===== src/rtl/fpha_pkg.sv =====
// Package for the fit-policy hole allocator.
// Field widths, command/status/register codes, controller states and the
// command/status structs shared by the controller and the datapath.
`default_nettype none

package fpha_pkg;

	localparam int MAX_HOLES_DEF = 16;
	localparam int SIZE_BITS_DEF = 16;

	localparam int SLOT_W     = 4;
	localparam int REQ_W      = 16;
	localparam int STATUS_W   = 2;
	localparam int HOLE_W     = 4;
	localparam int LEFT_W     = 16;
	localparam int TOTAL_W    = 20;
	localparam int MODE_W     = 2;
	localparam int INUSE_W    = 5;
	localparam int CFG_IDX_W  = 1;
	localparam int CFG_DATA_W = 5;

	localparam logic [INUSE_W-1:0] INUSE_RST = INUSE_W'(16);
	localparam logic [TOTAL_W-1:0] TOTAL_MAX = '1;

	typedef enum logic [MODE_W-1:0] {
		FIT_FIRST = 2'd0,
		FIT_BEST  = 2'd1,
		FIT_WORST = 2'd2
	} fit_mode_t;

	typedef enum logic [0:0] {
		CMD_LOAD  = 1'b0,
		CMD_ALLOC = 1'b1
	} command_t;

	typedef enum logic [STATUS_W-1:0] {
		RES_LOADED  = 2'd0,
		RES_GRANTED = 2'd1,
		RES_REFUSED = 2'd2
	} status_t;

	typedef enum logic [CFG_IDX_W-1:0] {
		CFG_FIT_MODE     = 1'b0,
		CFG_HOLES_IN_USE = 1'b1
	} cfg_idx_t;

	typedef enum logic [1:0] {
		S_IDLE,
		S_LOAD,
		S_SCAN,
		S_RESULT
	} state_t;

	typedef struct packed {
		logic capture;
		logic load_write;
		logic issue;
		logic emit;
	} fpha_cmd_t;

	typedef struct packed {
		logic scan_done;
		logic out_free;
	} fpha_sts_t;

endpackage

`default_nettype wire


===== src/rtl/fpha_ram.sv =====
// Generic single-port-write, single-port-read RAM with registered read data.
// No dependencies.
`default_nettype none

module fpha_ram #(
	parameter int WIDTH = 16,
	parameter int DEPTH = 16
) (
	input  wire logic                     clk,
	input  wire logic                     we,
	input  wire logic [$clog2(DEPTH)-1:0] waddr,
	input  wire logic [WIDTH-1:0]         wdata,
	input  wire logic [$clog2(DEPTH)-1:0] raddr,
	output logic      [WIDTH-1:0]         rdata
);

	logic [WIDTH-1:0] mem_q [DEPTH];

	always_ff @(posedge clk) begin
		if (we) begin
			mem_q[waddr] <= wdata;
		end
		rdata <= mem_q[raddr];
	end

endmodule

`default_nettype wire


===== src/rtl/fpha_ctrl.sv =====
// Controller state machine for the hole allocator.
// Depends on fpha_pkg; drives the datapath through fpha_cmd_t.
`default_nettype none

module fpha_ctrl import fpha_pkg::*; (
	input  wire logic      clk,
	input  wire logic      arst_n,
	input  wire logic      in_valid,
	input  wire logic      in_kind,
	output logic           in_ready,
	input  wire fpha_sts_t sts,
	output fpha_cmd_t      cmd
);

	state_t state_q, state_d;

	always_ff @(posedge clk or negedge arst_n) begin
		if (!arst_n) begin
			state_q <= S_IDLE;
		end else begin
			state_q <= state_d;
		end
	end

	always_comb begin
		cmd      = '0;
		in_ready = 1'b0;
		state_d  = state_q;
		unique case (state_q)
			S_IDLE: begin
				in_ready = 1'b1;
				if (in_valid) begin
					cmd.capture = 1'b1;
					state_d = (in_kind == CMD_LOAD) ? S_LOAD : S_SCAN;
				end
			end
			S_LOAD: begin
				cmd.load_write = 1'b1;
				state_d = S_SCAN;
			end
			S_SCAN: begin
				if (sts.scan_done) begin
					state_d = S_RESULT;
				end else begin
					cmd.issue = 1'b1;
				end
			end
			S_RESULT: begin
				if (sts.out_free) begin
					cmd.emit = 1'b1;
					state_d = S_IDLE;
				end
			end
			default: state_d = S_IDLE;
		endcase
	end

endmodule

`default_nettype wire


===== src/rtl/fpha_datapath.sv =====
// Datapath: config registers, hole table, scan/compare stage, result register.
// Depends on fpha_pkg and fpha_ram; steered by fpha_ctrl.
`default_nettype none

module fpha_datapath import fpha_pkg::*; #(
	parameter int MAX_HOLES = MAX_HOLES_DEF,
	parameter int SIZE_BITS = SIZE_BITS_DEF
) (
	input  wire logic                  clk,
	input  wire logic                  arst_n,
	input  wire fpha_cmd_t             cmd,
	output fpha_sts_t                  sts,
	input  wire logic                  in_kind,
	input  wire logic [SLOT_W-1:0]     in_slot,
	input  wire logic [REQ_W-1:0]      in_size,
	input  wire logic                  cfg_we,
	input  wire logic [CFG_IDX_W-1:0]  cfg_addr,
	input  wire logic [CFG_DATA_W-1:0] cfg_wdata,
	input  wire logic                  out_ready,
	output logic                       out_valid,
	output logic      [STATUS_W-1:0]   out_status,
	output logic      [HOLE_W-1:0]     out_hole,
	output logic      [LEFT_W-1:0]     out_left,
	output logic      [TOTAL_W-1:0]    out_total
);

	localparam int AW = $clog2(MAX_HOLES);
	localparam int SW = SIZE_BITS + INUSE_W;

	logic [MODE_W-1:0]    fit_mode_q;
	logic [INUSE_W-1:0]   holes_in_use_q;
	logic [INUSE_W-1:0]   scan_n;
	logic                 halted_q;
	logic [MAX_HOLES-1:0] hole_vld_q;

	logic                 is_load_q;
	logic                 req_live_q;
	logic [SLOT_W-1:0]    slot_q;
	logic [SIZE_BITS-1:0] size_q;
	logic                 load_ok;

	logic [INUSE_W-1:0]   cnt_q;
	logic [AW-1:0]        raddr;
	logic [SIZE_BITS-1:0] rdata;

	logic                 eval_s1;
	logic                 vld_s1;
	logic [INUSE_W-1:0]   idx_s1;

	logic [SIZE_BITS-1:0] h;
	logic [SIZE_BITS-1:0] left;
	logic                 fits;
	logic                 take;

	logic [SW-1:0]        sum_q;
	logic                 found_q;
	logic [INUSE_W-1:0]   pick_q;
	logic [SIZE_BITS-1:0] pick_left_q;

	logic                 ram_we;
	logic [AW-1:0]        ram_waddr;
	logic [SIZE_BITS-1:0] ram_wdata;

	logic [SW-1:0]        total_raw;
	logic [TOTAL_W-1:0]   total_sat;

	logic                 out_valid_q;
	logic [STATUS_W-1:0]  out_status_q;
	logic [HOLE_W-1:0]    out_hole_q;
	logic [LEFT_W-1:0]    out_left_q;
	logic [TOTAL_W-1:0]   out_total_q;

	// configuration
	always_ff @(posedge clk or negedge arst_n) begin
		if (!arst_n) begin
			fit_mode_q     <= FIT_FIRST;
			holes_in_use_q <= INUSE_RST;
		end else if (cfg_we) begin
			unique case (cfg_addr)
				CFG_FIT_MODE:     fit_mode_q     <= cfg_wdata[MODE_W-1:0];
				CFG_HOLES_IN_USE: holes_in_use_q <= cfg_wdata[INUSE_W-1:0];
				default: ;
			endcase
		end
	end

	always_comb begin
		scan_n = (int'(holes_in_use_q) > MAX_HOLES) ? INUSE_W'(MAX_HOLES) : holes_in_use_q;
	end

	// beat capture
	always_ff @(posedge clk) begin
		if (cmd.capture) begin
			is_load_q  <= (in_kind == CMD_LOAD);
			req_live_q <= (in_kind == CMD_ALLOC) && !halted_q;
			slot_q     <= in_slot;
			size_q     <= SIZE_BITS'(in_size);
		end
	end

	assign load_ok = int'(slot_q) < MAX_HOLES;

	// hole table
	always_comb begin
		ram_we    = 1'b0;
		ram_waddr = AW'(pick_q);
		ram_wdata = pick_left_q;
		if (cmd.load_write) begin
			ram_we    = load_ok;
			ram_waddr = AW'(slot_q);
			ram_wdata = size_q;
		end else if (cmd.emit) begin
			ram_we = found_q;
		end
	end

	assign raddr = AW'(cnt_q);

	fpha_ram #(
		.WIDTH(SIZE_BITS),
		.DEPTH(MAX_HOLES)
	) u_ram (
		.clk  (clk),
		.we   (ram_we),
		.waddr(ram_waddr),
		.wdata(ram_wdata),
		.raddr(raddr),
		.rdata(rdata)
	);

	always_ff @(posedge clk or negedge arst_n) begin
		if (!arst_n) begin
			hole_vld_q <= '0;
			halted_q   <= 1'b0;
		end else begin
			if (ram_we) begin
				hole_vld_q[ram_waddr] <= 1'b1;
			end
			if (cmd.emit) begin
				if (is_load_q) begin
					halted_q <= 1'b0;
				end else if (!found_q) begin
					halted_q <= 1'b1;
				end
			end
		end
	end

	// scan: one read issued per cycle, compared in the cycle after
	always_ff @(posedge clk or negedge arst_n) begin
		if (!arst_n) begin
			cnt_q   <= '0;
			eval_s1 <= 1'b0;
			found_q <= 1'b0;
		end else begin
			eval_s1 <= cmd.issue;
			if (cmd.capture) begin
				cnt_q   <= '0;
				found_q <= 1'b0;
			end else begin
				if (cmd.issue) begin
					cnt_q <= cnt_q + 1'b1;
				end
				if (eval_s1 && take) begin
					found_q <= 1'b1;
				end
			end
		end
	end

	always_ff @(posedge clk) begin
		vld_s1 <= hole_vld_q[raddr];
		idx_s1 <= cnt_q;
	end

	assign sts.scan_done = (cnt_q == scan_n);
	assign sts.out_free  = !out_valid_q || out_ready;

	always_comb begin
		h    = vld_s1 ? rdata : '0;
		left = h - size_q;
		fits = req_live_q && (h >= size_q);
		take = fits && (!found_q
			|| ((fit_mode_q == FIT_BEST) && (left < pick_left_q))
			|| ((fit_mode_q == FIT_WORST) && (left > pick_left_q)));
	end

	always_ff @(posedge clk) begin
		if (cmd.capture) begin
			sum_q <= '0;
		end else if (eval_s1) begin
			sum_q <= sum_q + SW'(h);
			if (take) begin
				pick_q      <= idx_s1;
				pick_left_q <= left;
			end
		end
	end

	// result
	always_comb begin
		total_raw = (!is_load_q && found_q) ? sum_q - SW'(size_q) : sum_q;
		total_sat = (64'(total_raw) > 64'(TOTAL_MAX)) ? TOTAL_MAX : TOTAL_W'(total_raw);
	end

	always_ff @(posedge clk or negedge arst_n) begin
		if (!arst_n) begin
			out_valid_q <= 1'b0;
		end else if (cmd.emit) begin
			out_valid_q <= 1'b1;
		end else if (out_ready) begin
			out_valid_q <= 1'b0;
		end
	end

	always_ff @(posedge clk) begin
		if (cmd.emit) begin
			out_total_q <= total_sat;
			if (is_load_q) begin
				out_status_q <= RES_LOADED;
				out_hole_q   <= '0;
				out_left_q   <= '0;
			end else if (found_q) begin
				out_status_q <= RES_GRANTED;
				out_hole_q   <= HOLE_W'(pick_q);
				out_left_q   <= LEFT_W'(pick_left_q);
			end else begin
				out_status_q <= RES_REFUSED;
				out_hole_q   <= '0;
				out_left_q   <= '0;
			end
		end
	end

	assign out_valid  = out_valid_q;
	assign out_status = out_status_q;
	assign out_hole   = out_hole_q;
	assign out_left   = out_left_q;
	assign out_total  = out_total_q;

endmodule

`default_nettype wire


===== src/rtl/fit_policy_hole_allocator.sv =====
// Top level of the fit-policy hole allocator (first, best or worst fit).
// Depends on fpha_pkg, fpha_ctrl, fpha_datapath (and fpha_ram below it).
//
//  channel   signals                         payload
//  --------  ------------------------------  ----------------------------------
//  s_axis    tvalid/tready/tdata/tuser       tuser: command; tdata: slot, size
//  m_axis    tvalid/tready/tdata/tuser       tuser: status; tdata: hole, left,
//                                            free total
//  cfg       cfg_we/cfg_addr/cfg_wdata       0 fit_mode, 1 holes_in_use
//
// A request scans N table entries between the accepted beat and the result
// register, a load first writes its slot, with N = holes_in_use capped at
// MAX_HOLES: the table is read one entry a cycle through the single RAM port.
// One beat is in work at a time; a new beat is taken while the previous result
// still waits on m_axis, and stalls in its result state until m_axis frees.
// Reset clears the table (valid bits), sets first fit and sixteen holes.
`default_nettype none

module fit_policy_hole_allocator import fpha_pkg::*; #(
	parameter int MAX_HOLES = MAX_HOLES_DEF,
	parameter int SIZE_BITS = SIZE_BITS_DEF
) (
	input  wire logic                  clk,
	input  wire logic                  arst_n,
	input  wire logic                  s_axis_tvalid,
	output logic                       s_axis_tready,
	input  wire logic [23:0]           s_axis_tdata,  // hole_slot[3:0], size_value[19:4]
	input  wire logic [0:0]            s_axis_tuser,  // command
	output logic                       m_axis_tvalid,
	input  wire logic                  m_axis_tready,
	output logic      [39:0]           m_axis_tdata,  // chosen_hole[3:0], hole_left[19:4],
	                                                  // free_total[39:20]
	output logic      [STATUS_W-1:0]   m_axis_tuser,  // status
	input  wire logic                  cfg_we,
	input  wire logic [CFG_IDX_W-1:0]  cfg_addr,
	input  wire logic [CFG_DATA_W-1:0] cfg_wdata
);

	fpha_cmd_t cmd;
	fpha_sts_t sts;

	logic [HOLE_W-1:0]  out_hole;
	logic [LEFT_W-1:0]  out_left;
	logic [TOTAL_W-1:0] out_total;

	fpha_ctrl u_ctrl (
		.clk     (clk),
		.arst_n  (arst_n),
		.in_valid(s_axis_tvalid),
		.in_kind (s_axis_tuser[0]),
		.in_ready(s_axis_tready),
		.sts     (sts),
		.cmd     (cmd)
	);

	fpha_datapath #(
		.MAX_HOLES(MAX_HOLES),
		.SIZE_BITS(SIZE_BITS)
	) u_dp (
		.clk       (clk),
		.arst_n    (arst_n),
		.cmd       (cmd),
		.sts       (sts),
		.in_kind   (s_axis_tuser[0]),
		.in_slot   (s_axis_tdata[3:0]),
		.in_size   (s_axis_tdata[19:4]),
		.cfg_we    (cfg_we),
		.cfg_addr  (cfg_addr),
		.cfg_wdata (cfg_wdata),
		.out_ready (m_axis_tready),
		.out_valid (m_axis_tvalid),
		.out_status(m_axis_tuser),
		.out_hole  (out_hole),
		.out_left  (out_left),
		.out_total (out_total)
	);

	assign m_axis_tdata = {out_total, out_left, out_hole};

endmodule

`default_nettype wire


===== config.mk =====
export PLATFORM = sky130hd
export DESIGN_NAME = fit_policy_hole_allocator
export DESIGN_NICKNAME = d
export VERILOG_FILES = /design/src/rtl/fpha_pkg.sv /design/src/rtl/fpha_ram.sv /design/src/rtl/fpha_ctrl.sv /design/src/rtl/fpha_datapath.sv /design/src/rtl/fit_policy_hole_allocator.sv
export SDC_FILE = /design/constraint.sdc
export NUM_CORES = 1
export LEC_CHECK = 0
export ABC_CLOCK_PERIOD_IN_PS = 17800
export BUFFER_PORTS_ARGS = -buffer_cell sky130_fd_sc_hd__clkbuf_2
export CAP_MARGIN = 20
export CORE_UTILIZATION = 57
export CTS_BUF_LIST = sky130_fd_sc_hd__clkbuf_2
export DETAILED_ROUTE_END_ITERATION = 6
export GPL_ROUTABILITY_DRIVEN = 0
export HOLD_SLACK_MARGIN = 0.12
export PLACE_DENSITY = 0.81
export SLEW_MARGIN = 20
export SYNTH_ARGS = -nofsm -noshare
export SYNTH_HDL_FRONTEND = slang
export SYNTH_SLANG_ARGS = --single-unit

===== constraint.sdc =====
create_clock -name clk -period 17.8 [get_ports clk]
set_input_delay 1.78 -clock clk [delete_from_list [all_inputs] [get_ports clk]]
set_output_delay 1.78 -clock clk [all_outputs]
set_load 0.02 [all_outputs]

==> run_results.csv, run 1 <==
group,metric,value,unit
clock_tree,post_cts_resized,0,
timing,final.setup_skew,0.0953,ns
yosys,avgSynthCellArea,15.0,um2
worst_setup_path,endpoint_kind,"register",
clock_tree,clk_latency,0.99,ns
yosys,synthesis.area,18600,um2
timing,fin_setup_tns,0,ns
worst_setup_path,start_kind,"register",
yosys,yosys.area.top_type,"edfxtp_1",
cells_and_area,area_growth,10.1,%
global_routing,antenna_found_initial,1,
clock_tree,cts_made_buffers,98,
die,die_w,182,um
drt,post_drt_wl_per_cell,21.4,um
drt,dr.pass1.iters,5,
yosys,ys_types,74,
drt,vias,11400,
global_routing,grt_pass1_vias,11600,
yosys,synth-async-reset-ratio,0.0817,
yosys,synth_warnings,0,
worst_setup_path,crit_fanout,28,
timing,fmax,0.160,GHz
timing,setup_violations,0,
drt,ant_nets,0,
timing,hold_violations,0,
die,dieArea,33300,um2
yosys,synth_area_leaders,"edfxtp_1 55%, mux4_2 10%, dfxtp_1 4.5%",
drt,drt_wl_total,40700,um
yosys,ys_seq_area_frac,0.641,
clock_tree,root_buffer,"clkbuf_2",
timing,min_period,6.24,ns
clock_tree,cts_tree,"done",
clock_tree,htree_levels,3,
timing,grt_setup_unrepaired,"false",
timing,fin_ws,11.56,ns
power_and_ir_drop,p_leak,7.69,nW
worst_setup_path,path_class,"register to register",
yosys,synth_flop_cell,"edfxtp_1",
cells_and_area,fin_nets,1502,
clock_tree,cts_buffer_depth,3,
yosys,ys_ff_latch,416,
timing,maxSlewHeadroom,0.280,
die,row_count,65,
worst_setup_path,worst_ep_arrival_time,6.87,ns
worst_hold_path,min_path_type,"register to register",
clock_tree,cts_setup_buffers,0,
global_routing,grt_pass1_wl,63500,um
power_and_ir_drop,vdd_drop_max,69.1,uV
yosys,synthCells,1234,
power_and_ir_drop,p_total,3.33,mW
placed_design,dp_hpwl,26300,um
placed_design,numPortBuffers,75,
clock_tree,cts.sinks,416,
timing,fin_crit_sh,0.351,
die,initial_core_util,0.584,
global_routing,grt_start_max_net_pins,75,
cells_and_area,drive_gt1_frac,0.259,
placed_design,place_ws,11.82,ns
timing,worst_pin_slew,1.08,ns
die,core_area,31800,um2
job,cap_violations,0,
clock_tree,cts_hold_buf,0,
global_routing,grt_overflow,0,
yosys,netlist.area_leader.share,0.550,
timing,hold_ws,0.416,ns
drt,drtIter0Drc,933,
clock_tree,clk_pin_slew,0.11,ns
worst_setup_path,worst_ep_required_time,18.43,ns
drt,vias_per_cell,5.96,
die,ios,80,
die,fp.dieH,182,um
power_and_ir_drop,powerDensity,163,nW/um2
global_routing,gr-usage-all-layers,0.254,
status,status,"completed",
timing,slew_violations,0,
drt,drc,0,
yosys,synth_edf_count,340,
yosys,syn-num-nets,1338,
## worst paths after layout
check / start / end / slack (ns) / cells past startpoint
min in group asynchronous: arst_n / u_dp.cnt_q[0] / 0.88 / 1
worst min register to register: u_dp.idx_s1[1] / u_dp.pick_q[1] / 0.42 / 0
worst max-delay path: u_dp.vld_s1 / u_dp.pick_left_q[4] / 11.56 / 17
worst max register to register: u_dp.vld_s1 / u_dp.pick_left_q[4] / 11.56 / 17
max in group asynchronous: arst_n / u_dp.cnt_q[0] / 16.31 / 1
worst min-delay path: u_dp.idx_s1[1] / u_dp.pick_q[1] / 0.42 / 0
## where the power goes
part	leakage, nW	total, mW	internal, mW	switching [mW]
Combinational	3.19	1.34	0.567	0.768
Clock	0.639	0.585	0.210	0.375
Sequential	3.85	1.41	1.30	0.104
## critical path, cell delays in order (launching register included)
cell	delay [ns]
dfxtp_1	0.97
and2_1	0.31
ha_1	0.31
a21o_1	0.22
a221oi_1	0.27
a211oi_1	0.11
o41a_1	0.49
a221o_1	0.35
a21oi_1	0.17
xnor2_1	0.11
ha_1	0.29
nand4_1	0.15
nor3_1	0.55
o211ai_1	0.29
o211ai_1	0.20
mux2i_1	0.15
a211oi_4	0.59
buf_4	0.34
## placed cells by master (no fill, tap or decap), drive strengths merged, types with 33 or more instances in the layout
cell    count
nor2       84
edfxtp    340
a21oi      42
mux4       83
dfrtp      33
nand2      73
buf        40
inv        55
clkbuf    211
o21ai      42
ha         65
dfxtp      42
## sequential cells by signal, indices dropped and copies added (netlist names), 4 cells and up
| register | flops |
|---|---|
| u_dp.pick_q | 4 |
| u_dp.out_total | 20 |
| u_dp.idx_s1 | 4 |
| u_dp.holes_in_use_q | 5 |
| u_dp.u_ram.mem_q | 256 |
| u_dp.pick_left_q | 16 |
| u_dp.sum_q | 21 |
| u_dp.out_left | 16 |
| u_dp.u_ram.rdata | 16 |
| u_dp.out_hole | 4 |
| u_dp.cnt_q | 5 |
| u_dp.slot_q | 4 |
| u_dp.size_q | 16 |
| u_dp.hole_vld_q | 16 |
## stage by stage
step	utilization	cell area (um2)	std cells
global placement	0.616	19600	1733
global route	0.643	20400	1907
CTS	0.643	20400	1906
floorplan	-	18600	1234
detailed placement	0.616	19600	1733
finish	0.643	20400	1907
## synth_stat cells, types with 19 or more instances
library cell / n
edfxtp_1: 340
nor2_1: 84
mux4_2: 83
nand2_1: 72
ha_1: 65
inv_1: 52
a21oi_1: 42
dfxtp_1: 42
o21ai_0: 42
clkbuf_1: 36
dfrtp_1: 33
xnor2_1: 27
and2_1: 23
a21o_1: 19
o21bai_1: 19
xor2_1: 19
## layout make-up
type,instances,area [um2]
repair buffers,115,676
well taps,435,544
clock inverters,37,170
fillers,2257,11400
flip-flops and latches,416,11900
clock buffers,136,681
multi-input cells,715,6270
inverters,52,195
diodes,1,2.50
## routing by layer
| layer | vias to the layer above | GRT usage | part of all wire |
|---|---|---|---|
| li1 | 5156 | - | - |
| met1 | 5661 | 0.326 | 0.41 |
| met4 | 0 | 0.111 | 0.028 |
| met5 | - | 0 | 0 |
| met3 | 80 | 0.0399 | 0.062 |
| met2 | 472 | 0.431 | 0.50 |
## logic make-up (layout without fill, tap and decap cells)
logic type      Yosys count  in the layout  synth area share
fa+ha+maj                69             69            0.0476
simple gates            279            279            0.0734
compound gates          215            215            0.0804
mux                     106            106             0.114
flops                   416            416             0.641
buf+inv                 103            340            0.0224
other cells               0              1                 0
xor+xnor                 46             46            0.0217
Power figures use the tool's default switching activity.
==> inputs of run 2 (changes only) <==
- ABC_CLOCK_PERIOD_IN_PS: 17800 -> 5900
- clock period: 17.8 -> 5.9 ns (I/O delays scaled with it)
==> run_results.csv, run 2 (synthesis results as in run 1) <==
group,metric,value,unit
power_and_ir_drop,p_leak,7.92,nW
timing,fin_crit_sh,0.846,
status,violations,"DRC",
drt,vias_per_cell,5.98,
worst_setup_path,endpoint_kind,"register",
clock_tree,clk_pin_slew,0.13,ns
cells_and_area,fin_nets,1540,
global_routing,gr-usage-all-layers,0.265,
cells_and_area,largest_register,"u_dp.u_ram.mem_q",
drt,drtIter0Drc,1075,
cells_and_area,mostFrequentLayoutCells,"340 x edfxtp_1, 234 x clkbuf_2, 83 x nor2_1, 83 x mux4_2, 72 x nand2_1",
worst_setup_path,rr_startpoint,"u_dp.vld_s1",
global_routing,grt_pass1_wl,65300,um
worst_setup_path,path_cells,"buf_4, and2_1, fa_1, a21o_1, a221oi_1, a211oi_1, o41a_1, a221o_1, a21oi_1, xnor2_1, ha_1, nand4_1, nor3_1, nand4_1, a31o_2, mux2i_1, a211oi_4, buf_4",
timing,hold_ws,0.241,ns
global_routing,grt_overflow,0,
clock_tree,htree_levels,3,
timing,worst_pin_slew,1.01,ns
die,ios,80,
drt,post_drt_wl_per_cell,21.9,um
clock_tree,cts_tree,"done",
global_routing,antenna_found_initial,2,
global_routing,grt_pass1_vias,11800,
clock_tree,clk_latency,1.05,ns
worst_setup_path,reg2reg_slack,0.91,ns
placed_design,place_ws,0.971,ns
clock_tree,cts_buffer_depth,3,
die,row_count,65,
cells_and_area,drive_gt1_frac,0.264,
worst_setup_path,cp_num_cells,18,
clock_tree,post_cts_resized,0,
cells_and_area,layout_commonest_cell,"edfxtp_1",
worst_setup_path,rr_worst_depth,18,
cells_and_area,area_growth,12.7,%
clock_tree,cts_made_buffers,101,
timing,fin_ws,0.908,ns
power_and_ir_drop,vdd_drop_max,225,uV
worst_hold_path,min_path_type,"input pin to asynchronous set/reset pin",
drt,drt_wl_total,42900,um
drt,vias,11700,
worst_setup_path,crit_family,"compound AO/OA/AOI/OAI gates",
die,fp.dieH,182,um
timing,grt_setup_unrepaired,"false",
worst_setup_path,crit_buf_inv,2,
timing,fin_setup_tns,0,ns
die,die_w,182,um
drt,ant_nets,0,
timing,min_period,4.99,ns
placed_design,dp.cells,1732,
worst_setup_path,path_class,"register to register",
timing,final.setup_skew,0.0852,ns
die,core_area,31800,um2
worst_setup_path,crit_fanout,27,
timing,fmax,0.200,GHz
worst_setup_path,slowest_stage,"o41a_1",
timing,hold_violations,0,
worst_setup_path,worst_ep_required_time,6.63,ns
placed_design,dp_hpwl,27300,um
worst_setup_path,worst_ep_arrival_time,5.72,ns
cells_and_area,fill_cells,2213,
worst_setup_path,start_kind,"register",
cells_and_area,largest_reg_flops,256,
power_and_ir_drop,powerDensity,491,nW/um2
drt,drc,7,
clock_tree,cts.sinks,416,
status,status,"finished with violations",
placed_design,numPortBuffers,75,
drt,dr.pass1.iters,7,
die,dieArea,33300,um2
power_and_ir_drop,p_total,10.3,mW
cells_and_area,layoutNonFillerInstCount,1958,
global_routing,grt_start_max_net_pins,48,
clock_tree,root_buffer,"clkbuf_2",
timing,setup_violations,0,
job,cap_violations,0,
worst_setup_path,cpPeakStageDelay,0.50,ns
die,initial_core_util,0.584,
timing,maxSlewHeadroom,0.327,
worst_setup_path,r2r-end,"u_dp.pick_left_q[9]",
timing,slew_violations,0,
## run 2: cell types whose count changed in the layout (fill, tap and decap cells not counted), moves of 2 or more
cell	previous run	this run
clkbuf_2	211	234
dlygate4sd3_1	0	36
clkinvlp_4	3	1
clkinv_2	4	0
o21ai_0	41	39
clkinv_4	1	3
o21ai_2	1	3
clkinv_1	26	23
## run 2: repair_timing
item | CTS | global route
hold buffers | 36 | 0
setup endpoints to repair | 0 | 0
endpoints found under the hold margin | 66 | 0
setup buffers | 0 | 0
## run 2: per-stage QoR
step	instance area (um2)	utilization
final	20900	0.658
after global routing	20900	0.658
after CTS	20900	0.657
after detailed placement	19600	0.616
after global placement	19600	0.616
after floorplan	18600	-
## run 2: final cells by class
type / count / area [um2] / area share
antenna: 2 / 5.00 / 0.000239
clock buffer: 159 / 796 / 0.0380
clock inverter: 29 / 164 / 0.00783
inverter: 52 / 195 / 0.00933
multi-input combinational: 715 / 6280 / 0.300
sequential: 416 / 11900 / 0.569
tap: 435 / 544 / 0.0260
timing repair buffer: 150 / 1030 / 0.0492
## run 2: how the worst max path moves through the flow
| stage | start | end | slack, ns |
|---|---|---|---|
| after floorplan | u_dp.vld_s1 | u_dp.pick_left_q[0] | 0.58 |
| after global placement | u_dp.vld_s1 | u_dp.found_q | 1.08 |
| after detailed placement | u_dp.vld_s1 | u_dp.found_q | 0.97 |
| after CTS | u_dp.vld_s1 | u_dp.found_q | 0.92 |
| after global routing | u_dp.vld_s1 | u_dp.pick_left_q[6] | 0.69 |
| final | u_dp.vld_s1 | u_dp.pick_left_q[9] | 0.91 |
## run 2: power breakdown
group          switching, mW  leakage (nW)  total, mW  internal [mW]
logic                   2.33          3.34       4.06           1.73
clock network           1.16         0.731       1.92          0.768
registers              0.362          3.85       4.29           3.92
## run 2: worst reg2reg max path, stage by stage, from the launching register on
cell and delay [ns]:
dfxtp_1 0.33, buf_4 0.21, and2_1 0.25, fa_1 0.45, a21o_1 0.22, a221oi_1 0.31, a211oi_1 0.11, o41a_1 0.50
a221o_1 0.35, a21oi_1 0.21, xnor2_1 0.15, ha_1 0.30, nand4_1 0.13, nor3_1 0.31, nand4_1 0.15, a31o_2 0.26
mux2i_1 0.25, a211oi_4 0.06, buf_4 0.21
## run 2: layer usage
metal | GRT usage | vias to the layer above | wire length [um]
li1 | - | 5254 | -
met1 | 0.327 | 5753 | 16100
met2 | 0.452 | 575 | 21800
met3 | 0.0521 | 126 | 3320
met4 | 0.127 | 0 | 1740
met5 | 0 | - | 0
